## src/rtl/core/assert_macros.svh

```systemverilog
// assertion helpers for the noise gate unit
`ifndef ASSERT_MACROS_SVH
`define ASSERT_MACROS_SVH
`ifndef SYNTHESIS
// property must hold on every posedge outside reset
`define ASSERT_HOLDS(lbl, clk, rst, prop, msg) \
   lbl: assert property (@(posedge clk) disable iff (rst) prop) else $error(msg);
// condition must never be seen outside reset
`define ASSERT_NEVER(lbl, clk, rst, cond, msg) \
   lbl: assert property (@(posedge clk) disable iff (rst) !(cond)) else $error(msg);
`else
`define ASSERT_HOLDS(lbl, clk, rst, prop, msg)
`define ASSERT_NEVER(lbl, clk, rst, cond, msg)
`endif
`endif

```

## src/rtl/core/ngh_pkg.sv

```systemverilog
package ngh_pkg;

   // operand and accumulator widths of the shared multiplier
   localparam int OPND_W  = 24;
   localparam int PROD_W  = 2 * OPND_W;
   localparam int COEFF_W = 16;
   localparam int LEVEL_W = 24;

   // fixed-point constants
   localparam logic [LEVEL_W-1:0]   ONE_Q23   = 24'd8388608;
   localparam logic [LEVEL_W-1:0]   HALF_Q23  = 24'd4194304;
   localparam logic [LEVEL_W-1:0]   POS_MAX   = 24'h7FFFFF;
   localparam logic [LEVEL_W-1:0]   NEG_MIN   = 24'h800000;
   localparam logic [COEFF_W:0]     COEFF_ONE = 17'h10000;

   // configuration register indexes
   localparam logic [2:0] REG_DET_ATTACK   = 3'd0;
   localparam logic [2:0] REG_DET_RELEASE  = 3'd1;
   localparam logic [2:0] REG_GAIN_ATTACK  = 3'd2;
   localparam logic [2:0] REG_GAIN_RELEASE = 3'd3;
   localparam logic [2:0] REG_HOLD_SAMPLES = 3'd4;
   localparam logic [2:0] REG_OPEN_THRESH  = 3'd5;
   localparam logic [2:0] REG_CLOSE_THRESH = 3'd6;
   localparam logic [2:0] REG_FLOOR_GAIN   = 3'd7;

   // sequencer states
   typedef enum logic [3:0] {
      ST_IDLE,
      ST_DET_A,
      ST_DET_B,
      ST_DET_C,
      ST_GATE,
      ST_GAIN_A,
      ST_GAIN_B,
      ST_GAIN_C,
      ST_SCALE_L,
      ST_SCALE_R,
      ST_FIN
   } state_type;

   // control of the shared multiply-accumulate unit
   typedef struct packed {
      logic mul_en;
      logic acc_load;
      logic acc_add;
   } mac_ctrl_type;

   // sample times gain over 2^23, rounded down, saturated to 24-bit signed
   function automatic logic [LEVEL_W-1:0] scale_result(input logic neg,
                                                       input logic [PROD_W-1:0] prod);
      logic [PROD_W:0]  rsum;
      logic [PROD_W-23:0] q;
      logic [LEVEL_W-1:0] res;
      rsum = {1'b0, prod} + (PROD_W+1)'(24'h7FFFFF);
      if (!neg) begin
         q = {1'b0, prod[PROD_W-1:23]};
         res = (q > (PROD_W-22)'(POS_MAX)) ? POS_MAX : q[LEVEL_W-1:0];
      end else begin
         q = rsum[PROD_W:23];
         res = (q >= (PROD_W-22)'(NEG_MIN)) ? NEG_MIN : (~q[LEVEL_W-1:0] + 24'd1);
      end
      return res;
   endfunction

endpackage

```

## src/rtl/core/noise_gate_hysteresis_hold_unit.sv

```systemverilog
// a request beat walks DET_A, DET_B, DET_C, GATE, GAIN_A, GAIN_B, GAIN_C,
//   SCALE_L, SCALE_R and FIN before rsp_tvalid; frames enter only in IDLE;
//   one shared 24x24 multiplier does four smoother, two gain products in turn
// reset: synchronous, active high; clears envelope, gain, hold and gate state
//   and loads the register defaults; no clearing pass
`include "assert_macros.svh"
module noise_gate_hysteresis_hold_unit #(
   parameter int CHANNELS  = 2,
   parameter int HOLD_BITS = 20
) (
   input  logic        clock,
   input  logic        reset,
   // request: [23:0] sample_left, [47:24] sample_right
   input  logic        req_tvalid,
   output logic        req_tready,
   input  logic [47:0] req_tdata,
   // response: [23:0] gated_left, [47:24] gated_right
   output logic        rsp_tvalid,
   input  logic        rsp_tready,
   output logic [47:0] rsp_tdata,
   // response: [0] gate_is_open, [1] gain_above_half
   output logic [1:0]  rsp_tuser,
   // register write port
   input  logic        csr_we,
   input  logic [2:0]  csr_addr,
   input  logic [23:0] csr_wdata
);
   import ngh_pkg::*;

   state_type state_ff, state_in;

   // configuration registers
   logic [COEFF_W-1:0] det_att_ff, det_rel_ff, gain_att_ff, gain_rel_ff;
   logic [19:0]        hold_len_ff;
   logic [LEVEL_W-1:0] open_thr_ff, close_thr_ff, floor_ff;

   // frame payload
   logic               neg_l_ff, neg_r_ff, neg_l_in, neg_r_in;
   logic [LEVEL_W-1:0] mag_l_ff, mag_r_ff, mag_l_in, mag_r_in;
   logic [LEVEL_W-1:0] peak_ff, peak_in;
   logic [COEFF_W-1:0] det_coeff_ff, det_coeff_in;
   logic [COEFF_W-1:0] gain_coeff_ff, gain_coeff_in;
   logic [LEVEL_W-1:0] target_ff, target_in;
   logic [LEVEL_W-1:0] res_l_ff, res_l_in;

   // gate state
   logic [LEVEL_W-1:0]   env_ff, env_in;
   logic [LEVEL_W-1:0]   gain_ff, gain_in;
   logic [HOLD_BITS-1:0] hold_ff, hold_in, hold_load;
   logic                 gate_ff, gate_in;

   // output register
   logic               rsp_valid_ff, rsp_valid_in;
   logic [LEVEL_W-1:0] rsp_left_ff, rsp_left_in, rsp_right_ff, rsp_right_in;
   logic               rsp_open_ff, rsp_open_in, rsp_half_ff, rsp_half_in;

   // shared unit
   mac_ctrl_type      mac_ctrl;
   logic [OPND_W-1:0] op_a, op_b;
   logic [PROD_W-1:0] prod, acc;
   logic [LEVEL_W-1:0] acc_level;
   logic               accept, out_free;

   ngh_mac u_mac (
      .clock (clock),
      .ctrl  (mac_ctrl),
      .op_a  (op_a),
      .op_b  (op_b),
      .prod  (prod),
      .acc   (acc)
   );

   assign acc_level = acc[LEVEL_W+15:16];
   assign hold_load = HOLD_BITS'(hold_len_ff);
   assign accept    = req_tvalid && req_tready;
   assign out_free  = !rsp_valid_ff || rsp_tready;

   // register writes
   always_ff @(posedge clock) begin
      if (reset) begin
         det_att_ff   <= 16'd65000;
         det_rel_ff   <= 16'd65500;
         gain_att_ff  <= 16'd65000;
         gain_rel_ff  <= 16'd65500;
         hold_len_ff  <= 20'd4800;
         open_thr_ff  <= 24'd83886;
         close_thr_ff <= 24'd41943;
         floor_ff     <= 24'd0;
      end else if (csr_we) begin
         case (csr_addr)
            REG_DET_ATTACK:   det_att_ff   <= csr_wdata[COEFF_W-1:0];
            REG_DET_RELEASE:  det_rel_ff   <= csr_wdata[COEFF_W-1:0];
            REG_GAIN_ATTACK:  gain_att_ff  <= csr_wdata[COEFF_W-1:0];
            REG_GAIN_RELEASE: gain_rel_ff  <= csr_wdata[COEFF_W-1:0];
            REG_HOLD_SAMPLES: hold_len_ff  <= csr_wdata[19:0];
            REG_OPEN_THRESH:  open_thr_ff  <= csr_wdata;
            REG_CLOSE_THRESH: close_thr_ff <= csr_wdata;
            REG_FLOOR_GAIN:   floor_ff     <= csr_wdata;
            default: ;
         endcase
      end
   end

   // next state
   always_comb begin
      state_in = state_ff;
      case (state_ff)
         ST_IDLE:    if (req_tvalid) state_in = ST_DET_A;
         ST_DET_A:   state_in = ST_DET_B;
         ST_DET_B:   state_in = ST_DET_C;
         ST_DET_C:   state_in = ST_GATE;
         ST_GATE:    state_in = ST_GAIN_A;
         ST_GAIN_A:  state_in = ST_GAIN_B;
         ST_GAIN_B:  state_in = ST_GAIN_C;
         ST_GAIN_C:  state_in = ST_SCALE_L;
         ST_SCALE_L: state_in = ST_SCALE_R;
         ST_SCALE_R: state_in = ST_FIN;
         ST_FIN:     if (out_free) state_in = ST_IDLE;
         default:    state_in = ST_IDLE;
      endcase
   end

   // sequencer outputs: handshake and multiplier operands
   always_comb begin
      req_tready = 1'b0;
      mac_ctrl   = '0;
      op_a       = '0;
      op_b       = '0;
      case (state_ff)
         ST_IDLE: req_tready = 1'b1;
         ST_DET_A: begin
            mac_ctrl.mul_en = 1'b1;
            op_a = env_ff;
            op_b = OPND_W'(det_coeff_ff);
         end
         ST_DET_B: begin
            mac_ctrl.mul_en   = 1'b1;
            mac_ctrl.acc_load = 1'b1;
            op_a = peak_ff;
            op_b = OPND_W'(COEFF_ONE - (COEFF_W+1)'(det_coeff_ff));
         end
         ST_DET_C: mac_ctrl.acc_add = 1'b1;
         ST_GAIN_A: begin
            mac_ctrl.mul_en = 1'b1;
            op_a = gain_ff;
            op_b = OPND_W'(gain_coeff_ff);
         end
         ST_GAIN_B: begin
            mac_ctrl.mul_en   = 1'b1;
            mac_ctrl.acc_load = 1'b1;
            op_a = target_ff;
            op_b = OPND_W'(COEFF_ONE - (COEFF_W+1)'(gain_coeff_ff));
         end
         ST_GAIN_C: mac_ctrl.acc_add = 1'b1;
         ST_SCALE_L: begin
            mac_ctrl.mul_en = 1'b1;
            op_a = mag_l_ff;
            op_b = acc_level;
         end
         ST_SCALE_R: begin
            mac_ctrl.mul_en = 1'b1;
            op_a = mag_r_ff;
            op_b = gain_ff;
         end
         default: ;
      endcase
   end

   // frame capture: magnitudes, peak and detector coefficient
   always_comb begin
      neg_l_in     = neg_l_ff;
      neg_r_in     = neg_r_ff;
      mag_l_in     = mag_l_ff;
      mag_r_in     = mag_r_ff;
      peak_in      = peak_ff;
      det_coeff_in = det_coeff_ff;
      if (accept) begin
         neg_l_in = req_tdata[23];
         neg_r_in = req_tdata[47];
         mag_l_in = req_tdata[23] ? (~req_tdata[23:0] + 24'd1) : req_tdata[23:0];
         mag_r_in = req_tdata[47] ? (~req_tdata[47:24] + 24'd1) : req_tdata[47:24];
         peak_in  = mag_l_in;
         if (CHANNELS >= 2 && mag_r_in > mag_l_in) begin
            peak_in = mag_r_in;
         end
         det_coeff_in = (peak_in > env_ff) ? det_att_ff : det_rel_ff;
      end
   end

   // gate decision on the new envelope
   always_comb begin
      env_in        = env_ff;
      hold_in       = hold_ff;
      gate_in       = gate_ff;
      target_in     = target_ff;
      gain_coeff_in = gain_coeff_ff;
      if (state_ff == ST_GATE) begin
         env_in = acc_level;
         if (acc_level >= open_thr_ff) begin
            gate_in = 1'b1;
            hold_in = hold_load;
         end else if (gate_ff) begin
            if (acc_level >= close_thr_ff) begin
               hold_in = hold_load;
            end else if (hold_ff != '0) begin
               hold_in = hold_ff - HOLD_BITS'(1);
            end else begin
               gate_in = 1'b0;
            end
         end
         target_in     = gate_in ? ONE_Q23 : floor_ff;
         gain_coeff_in = gate_in ? gain_att_ff : gain_rel_ff;
      end
   end

   // gain update and scaled results
   always_comb begin
      gain_in      = gain_ff;
      res_l_in     = res_l_ff;
      rsp_valid_in = rsp_valid_ff && !rsp_tready;
      rsp_left_in  = rsp_left_ff;
      rsp_right_in = rsp_right_ff;
      rsp_open_in  = rsp_open_ff;
      rsp_half_in  = rsp_half_ff;
      if (state_ff == ST_SCALE_L) begin
         gain_in = acc_level;
      end
      if (state_ff == ST_SCALE_R) begin
         res_l_in = scale_result(neg_l_ff, prod);
      end
      if (state_ff == ST_FIN && out_free) begin
         rsp_valid_in = 1'b1;
         rsp_left_in  = res_l_ff;
         rsp_right_in = (CHANNELS >= 2) ? scale_result(neg_r_ff, prod) : '0;
         rsp_open_in  = gate_ff;
         rsp_half_in  = gain_ff > HALF_Q23;
      end
   end

   // control and state registers
   always_ff @(posedge clock) begin
      if (reset) begin
         state_ff     <= ST_IDLE;
         env_ff       <= '0;
         gain_ff      <= '0;
         hold_ff      <= '0;
         gate_ff      <= 1'b0;
         rsp_valid_ff <= 1'b0;
      end else begin
         state_ff     <= state_in;
         env_ff       <= env_in;
         gain_ff      <= gain_in;
         hold_ff      <= hold_in;
         gate_ff      <= gate_in;
         rsp_valid_ff <= rsp_valid_in;
      end
   end

   // payload registers
   always_ff @(posedge clock) begin
      neg_l_ff      <= neg_l_in;
      neg_r_ff      <= neg_r_in;
      mag_l_ff      <= mag_l_in;
      mag_r_ff      <= mag_r_in;
      peak_ff       <= peak_in;
      det_coeff_ff  <= det_coeff_in;
      gain_coeff_ff <= gain_coeff_in;
      target_ff     <= target_in;
      res_l_ff      <= res_l_in;
      rsp_left_ff   <= rsp_left_in;
      rsp_right_ff  <= rsp_right_in;
      rsp_open_ff   <= rsp_open_in;
      rsp_half_ff   <= rsp_half_in;
   end

   assign rsp_tvalid = rsp_valid_ff;
   assign rsp_tdata  = {rsp_right_ff, rsp_left_ff};
   assign rsp_tuser  = {rsp_half_ff, rsp_open_ff};

   // hold counter moves only on the gate decision step
   `ASSERT_HOLDS(a_hold_only_in_gate, clock, reset, (!reset && state_ff != ST_GATE) |=> $stable(hold_ff), "hold counter changed outside gate step")
   // gate closes only once the hold has run out
   `ASSERT_HOLDS(a_close_after_hold, clock, reset, ($fell(gate_ff) && !$past(reset)) |-> ($past(hold_ff) == '0), "gate closed with hold pending")
   // envelope at the open threshold opens the gate and reloads the hold
   `ASSERT_HOLDS(a_open_reload, clock, reset, (!reset && state_ff == ST_GATE && acc_level >= open_thr_ff) |=> (gate_ff && hold_ff == hold_load), "open threshold did not open gate")
   // a finished frame waits while the output register is still full
   `ASSERT_HOLDS(a_fin_waits, clock, reset, (!reset && state_ff == ST_FIN && rsp_valid_ff && !rsp_tready) |=> (state_ff == ST_FIN), "result dropped while output stalled")

endmodule

```

## src/rtl/core/ngh_mac.sv

```systemverilog
module ngh_mac (
   input  logic                         clock,
   input  ngh_pkg::mac_ctrl_type        ctrl,
   input  logic [ngh_pkg::OPND_W-1:0]   op_a,
   input  logic [ngh_pkg::OPND_W-1:0]   op_b,
   output logic [ngh_pkg::PROD_W-1:0]   prod,
   output logic [ngh_pkg::PROD_W-1:0]   acc
);
   import ngh_pkg::*;

   logic [PROD_W-1:0] prod_ff, prod_in;
   logic [PROD_W-1:0] acc_ff, acc_in;

   // product register, holds when the multiplier is idle
   always_comb begin
      prod_in = prod_ff;
      if (ctrl.mul_en) begin
         prod_in = op_a * op_b;
      end
   end

   // accumulator takes the previous product or adds it
   always_comb begin
      acc_in = acc_ff;
      if (ctrl.acc_load) begin
         acc_in = prod_ff;
      end else if (ctrl.acc_add) begin
         acc_in = acc_ff + prod_ff;
      end
   end

   always_ff @(posedge clock) begin
      prod_ff <= prod_in;
      acc_ff  <= acc_in;
   end

   assign prod = prod_ff;
   assign acc  = acc_ff;

endmodule

```

## config.mk

```make
export PLATFORM = sky130hd
export DESIGN_NAME = noise_gate_hysteresis_hold_unit
export DESIGN_NICKNAME = d
export VERILOG_FILES = /design/src/rtl/core/ngh_pkg.sv /design/src/rtl/core/noise_gate_hysteresis_hold_unit.sv /design/src/rtl/core/ngh_mac.sv
export VERILOG_INCLUDE_DIRS = /design/src /design/src/rtl/core
export SDC_FILE = /design/constraint.sdc
export NUM_CORES = 2
export LEC_CHECK = 0
export BUFFER_PORTS_ARGS = -buffer_cell sky130_fd_sc_hd__clkbuf_2
export CORE_ASPECT_RATIO = 0.6
export CORE_MARGIN = 2
export CORE_UTILIZATION = 32
export CTS_CLUSTER_DIAMETER = 150
export DETAILED_ROUTE_END_ITERATION = 8
export PLACE_DENSITY = 0.49
export SYNTH_ARGS = -nofsm -noshare
export SYNTH_HDL_FRONTEND = slang
export SYNTH_SLANG_ARGS = --single-unit
```

## constraint.sdc

```tcl
create_clock -name clock -period 19.3 [get_ports clock]
set_input_delay 5.79 -clock clock [delete_from_list [all_inputs] [get_ports clock]]
set_output_delay 5.79 -clock clock [all_outputs]
set_load 0.01 [all_outputs]
```

Word level (Yosys, flattened, before mapping)
Cells that the tools add are included.

Reductions and logical operators: 25. Multiply operators: 1. $add $sub $neg: 8. Multiplexer cells: 31. Shift-type cells: 0. $lt $le $gt $ge: 7. Bitwise gates (word level): 3. Equal/unequal tests: 19. Div/mod/pow operators: 0.

Operators with widths (number): case mux 24 bit (6 select lines) (2); two-way mux 24 bit (8); two-way mux 48 bit (2); two-way mux 20 bit (4); adder 24 x 1 -> 24 bit, second input constant (3); inverter 24 bit (3); adder 48 x 23 -> 49 bit, second input constant (1); adder 48 bit (1); greater-or-equal comparator 24 bit (2); greater-than comparator 24 bit (2); multiplier 24 x 24 -> 48 bit (1); case mux 4 bit (11 select lines) (1); subtractor 17 x 16 -> 18 bit, first input constant (2); two-way mux 16 bit (2); greater-or-equal comparator 26 x 24 -> 1 bit, second input constant (1); greater-than comparator 25 x 23 -> 1 bit, second input constant (1); greater-than comparator 24 x 23 -> 1 bit, second input constant (1); nonzero test 20 bit (1); subtractor 20 x 1 -> 20 bit, second input constant (1); AND reduction 2 bit (9); == test 4 x 3 -> 1 bit, second input constant (4); == test 3 bit, second input constant (4); == test 4 bit, second input constant (3); two-way mux 1 bit (10); other kinds (16) (25).

Bits in read-only memories: 0. Latch bits: 0. Memories: 0. Flip-flop bits (word level): 530. Logic and storage cells: 123. Bits in writable memories: 0. Output and inout bits: 52.

Depth between registers and ports, before layout
Depth after elaboration: 8. Depth in mapped cells: 40. Gate-level depth less buffers: 34.

Hierarchy
A second synthesis with hierarchy kept.

Cells, all modules: 5209. Area total of the unflattened synthesis: 47843.4 um^2.

Modules (own cells, without submodules): ngh_mac (area each 25026.5 um^2, cells an instance 2771, instances 1, sequential area each 2882.8 um^2); noise_gate_hysteresis_hold_unit (area each 22816.9 um^2, cells an instance 2438, instances 1, sequential area each 10730.3 um^2).

Worst setup path after synthesis
No wires, ideal clock.

Kind: input port to flip-flop. Start point: input port req_tdata[27]. End point: register det_coeff_ff[10] (data pin). Setup time: 0.260 ns. Data required time: 19.040 ns. Data arrival time: 12.091 ns. Path buffers: 2. Stages: 27. Path slack: 6.949 ns. Path through: nor3_1 nand3_1 or2_2 or3_1 or3_1 nand2b_1 o31ai_1 xnor2_1 ha_1 nand3_1 nor3_1 o31ai_1 a32oi_1 clkbuf_1 mux2_2 ha_1 nor2b_1 o21a_1 o21a_1 o21a_1 o21a_1 o21a_1 o211ai_1 a31oi_1 o22ai_1 clkbuf_1 mux2_2.

Longest elaborated chain between the ends: 8.

RTL lines: from (decl) (line noise_gate_hysteresis_hold_unit.sv:16) `input logic [47:0] req_tdata,`; inverter 24 bit (line noise_gate_hysteresis_hold_unit.sv:181) `mag_r_in = req_tdata[47] ? (~req_tdata[47:24] + 24'd1) : req_tdata[47:24];`; adder 24 x 1 -> 24 bit (line noise_gate_hysteresis_hold_unit.sv:181); two-way mux 24 bit (*) (line noise_gate_hysteresis_hold_unit.sv:181); greater-than comparator 24 bit (line noise_gate_hysteresis_hold_unit.sv:183) `if (CHANNELS >= 2 && mag_r_in > mag_l_in) begin`; two-way mux 24 bit (*) (line noise_gate_hysteresis_hold_unit.sv:183); two-way mux 24 bit (*) (line noise_gate_hysteresis_hold_unit.sv:177) `if (accept) begin`; greater-than comparator 24 bit (*) (line noise_gate_hysteresis_hold_unit.sv:186) `det_coeff_in = (peak_in > env_ff) ? det_att_ff : det_rel_ff;`; two-way mux 16 bit (*) (line noise_gate_hysteresis_hold_unit.sv:186); to (signal assigned) (line noise_gate_hysteresis_hold_unit.sv:266) `det_coeff_ff <= det_coeff_in;`; to (decl) (line noise_gate_hysteresis_hold_unit.sv:41) `logic [COEFF_W-1:0] det_coeff_ff, det_coeff_in;`.

Mark *: on every way between the ends. The rest lies on a longest branch, timed or not. The select of a mux whose other input is x is not followed. A chain may end at the register's enable or synchronous reset.

Worst setup path after layout
Start point: input port req_tdata[2]. End point: register det_coeff_ff[15] (data pin).

Longest elaborated chain between the ends: 8.

RTL lines: inverter 24 bit (line noise_gate_hysteresis_hold_unit.sv:180) `mag_l_in = req_tdata[23] ? (~req_tdata[23:0] + 24'd1) : req_tdata[23:0];`; adder 24 x 1 -> 24 bit (line noise_gate_hysteresis_hold_unit.sv:180); two-way mux 24 bit (*) (line noise_gate_hysteresis_hold_unit.sv:180); greater-than comparator 24 bit (line noise_gate_hysteresis_hold_unit.sv:183); two-way mux 24 bit (*) (line noise_gate_hysteresis_hold_unit.sv:183); two-way mux 24 bit (*) (line noise_gate_hysteresis_hold_unit.sv:177); greater-than comparator 24 bit (*) (line noise_gate_hysteresis_hold_unit.sv:186); two-way mux 16 bit (*) (line noise_gate_hysteresis_hold_unit.sv:186).

Marks and branches as above.

==> flow_metrics.py <==
metrics = {
    "critical_path": {
        "cp.required_ps": 19720,
        "timing.critical_path.mode_cell": "a21o_1",
        "path_class": "in2reg",
        "cp.arrival_ps": 12820,
        "crit_path_end_kind": "register",
        "crit_slowest_cell": "nor4_1",
        "cp-start-kind": "input pin",
        "path_max_fanout": 22,
        "critical_path.max_stage_delay_ps": 950,
    },
    "sta": {
        "whs_ps": 423.6,
        "setup_viol": 0,
        "hold_viol": 0,
        "worstMarginPinSlew_ps": 1446,
        "clock.fmax_ghz": 0.08063,
        "min_period_ps": 12400,
        "setup_slack_ps": 6898,
        "finClkSkew_ps": 73.54,
        "slew_violations": 0,
        "relSlewSlack": 0.03348,
        "period_share": 0.6426,
        "rsz0062_at_grt": "no",
        "tns_ps": 0,
    },
    "yosys": {
        "synth.distinct_cells": 79,
        "netlist_area_sq_mm": 0.04595,
        "synthArstFlopShare": 0,
        "ys_ff_latch": 522,
        "syn-num-nets": 5983,
        "synth_compound_area_frac": 0.1123,
        "yosysWarnings": 0,
        "synth-simple-area-share": 0.1622,
        "syn_inst": 5106,
        "synth_xor_area_frac": 0.02707,
        "ys_seq_area_frac": 0.2911,
        "synth_top_family_by_area": "adder cells",
        "synth-adder-area-share": 0.2960,
        "synth_ff_type": "edfxtp_1",
        "synth_edf_count": 292,
        "synth_mux_area_frac": 0.02527,
        "syn_area_per_cell_sq_um": 8.999,
    },
    "clock_network": {
        "post-cts-setup-buffers": 0,
        "numCtsBuffers": 50,
        "clock_latency_ps": 690,
        "clock_tree.root_cell": "clkbuf_16",
        "clk_pin_slew_ps": 70,
        "cts_tree": "yes",
        "htree_levels": 2,
        "clockBufferDepth": 3,
        "postCtsHoldBufs": 0,
        "clkSinkCount": 522,
        "post_cts_resized": 0,
    },
    "detailed_routing": {
        "vias": 37060,
        "first_pass_iters": 8,
        "wl_per_cell_microns": 23.43,
        "via_per_inst": 5.236,
        "drtIter0Drc": 3935,
        "route.detailed.drc": 8,
        "wirelength_mm": 165.8,
        "ant_nets": 0,
    },
    "floorplan": {
        "dieArea_sq_mm": 0.1467,
        "rows": 107,
        "die_w_microns": 493.2,
        "die_h_microns": 297.5,
        "pin_count": 132,
        "start_util": 0.3232,
        "core_sq_mm": 0.1422,
    },
    "placed_design": {
        "numPortBuffers": 131,
        "dpl_cell_area_sq_mm": 0.04903,
        "place_ws_ps": 6257,
        "dpl.hpwl_mm": 126.3,
        "finalWeightedCongestion": 0.9363,
    },
    "power": {
        "p_sw_w": 0.001482,
        "p_clk_frac": 0.281,
        "p_sw_frac": 0.3870,
        "p_leak_nw": 21.56,
        "p_comb_frac": 0.357,
        "seq_power_share": 0.363,
        "ir_drop_v": 0.00007187,
        "p_per_area_mw_per_mm2": 75.45,
        "internal_power_w": 0.002346,
    },
    "worst_hold_path": {
        "hp-class": "reg2reg",
    },
    "cells_and_area": {
        "layout-drive-gt1-share": 0.08470,
        "syn_to_final_growth_pct": 10.43,
        "fillCellCount": 14630,
        "finalInstanceArea_sq_mm": 0.05074,
        "multiInputGateArea_sq_mm": 0.02887,
        "register_area_sq_mm": 0.01337,
        "mostFrequentLayoutCells": "nand2_1, inv_1, fa_1",
        "layout_commonest_cell": "nand2_1",
        "nets": 6007,
    },
    "outcome": {
        "outcome": "finished with violations",
        "violations": "DRC",
    },
    "job": {
        "maxCapViolations": 0,
    },
    "global_route": {
        "grt.overflow.total": 0,
        "grt_max_degree": 73,
        "grt_pass1_wl_mm": 246.0,
        "grt_pass1_vias": 35670,
        "track_usage": 0.2242,
        "antenna_found_initial": 7,
    },
}
[Yosys cell counts (all sizes together), types with 13 or more instances]
library cell,number,share of area
nand2,848,0.069
inv,763,0.062
fa,483,0.21
nor2,379,0.031
ha,314,0.086
a21oi,297,0.032
edfxtp,292,0.19
clkbuf,246,0.021
dfxtp,230,0.10
nand3,123,0.013
o21ai,103,0.011
a22oi,95,0.016
xnor2,86,0.016
a21o,69,0.011
nor3,67,0.0074
and2,58,0.0079
mux2,56,0.014
xor2,56,0.011
mux2i,53,0.012
nand2b,49,0.0067
nand4,34,0.0048
o211ai,33,0.0054
and3,32,0.0044
buf,30,0.0032
a211oi,29,0.0047
nor4,27,0.0042
a221o,25,0.0054
nor2b,21,0.0030
o21a,21,0.0034
or3,21,0.0030
o21bai,17,0.0028
o31ai,17,0.0028
a31oi,14,0.0019
or4,13,0.0023
[per-layer routing]
layer  vias up  GRT usage  share of wire
met4         4    0.02841          0.012
met2      1643     0.2827           0.36
met3       133    0.06367           0.11
met5         -          0        0.00016
li1      16810          -              -
met1     18480     0.3712           0.51
[path summary, 6_finish.rpt]
path | startpoint | to | slack (ps) | cells after the start
setup / recovery | req_tdata[2] | det_coeff_ff[15] | 6900 | 29
hold / removal | res_l_ff[18] | rsp_left_ff[18] | 420 | 0
setup reg to reg | state_ff[2] | u_mac.prod[46] | 7010 | 33
hold reg to reg | res_l_ff[18] | rsp_left_ff[18] | 420 | 0
[area by class of cell]
type / count / area share
Antenna cell: 1 / 0.00004932
Clock buffer: 62 / 0.02594
Clock inverter: 31 / 0.007645
Inverter: 763 / 0.05645
Multi-Input combinational cell: 3545 / 0.5690
Sequential cell: 522 / 0.2636
Tap cell: 1907 / 0.04703
Timing Repair Buffer: 248 / 0.03028
[power by group through the flow]
stage / Sequential (W) / Combinational [W] / Clock (W)
global placement: 0.00141 / 0.00133 / 0
floorplan: 0.00137 / 0.000878 / 0
CTS: 0.00139 / 0.00134 / 0.00109
detailed placement: 0.00141 / 0.00133 / 0
finish: 0.00139 / 0.00136 / 0.00108
global route: 0.00140 / 0.00150 / 0.00114
[state kept, by name, summed over array words and instances (netlist names), 20 cells and up]
| name | count |
|---|---|
| close_thr_ff | 24 |
| env_ff | 24 |
| floor_ff | 24 |
| gain_ff | 24 |
| hold_ff | 20 |
| hold_len_ff | 20 |
| mag_l_ff | 24 |
| mag_r_ff | 24 |
| open_thr_ff | 24 |
| peak_ff | 24 |
| res_l_ff | 24 |
| rsp_left_ff | 24 |
| rsp_right_ff | 24 |
| target_ff | 24 |
| u_mac.acc | 40 |
| u_mac.prod | 48 |
[stage by stage]
stage / total power, W / cells / utilization
4_1_cts: 0.003822 / 7078 / 0.3568
6_report: 0.003828 / 7079 / 0.3569
2_1_floorplan: 0.002244 / 5106 / -
5_1_grt: 0.004028 / 7078 / 0.3568
3_5_place_dp: 0.002744 / 6985 / 0.3449
3_3_place_gp: 0.002736 / 6985 / 0.3449
[worst max-delay path, delay by kind of cell]
family / cells / cell delay, ps
multiplexers: 2 / 690
XOR/XNOR: 1 / 260
AO/OA/AOI/OAI: 19 / 3550
buffers and inverters: 3 / 770
AND/OR/NAND/NOR: 2 / 1150
adder cells (fa/ha/maj): 2 / 590
[cell families after synthesis]
family | after synthesis
adders and majority gates | 797
buffers and inverters | 1039
AOI/OAI and AO/OA | 796
DFF | 522
and+or+nand+nor | 1701
muxes | 109
xor gates and xnor gates | 142
No activity file was read; power rests on OpenSTA's default activity.
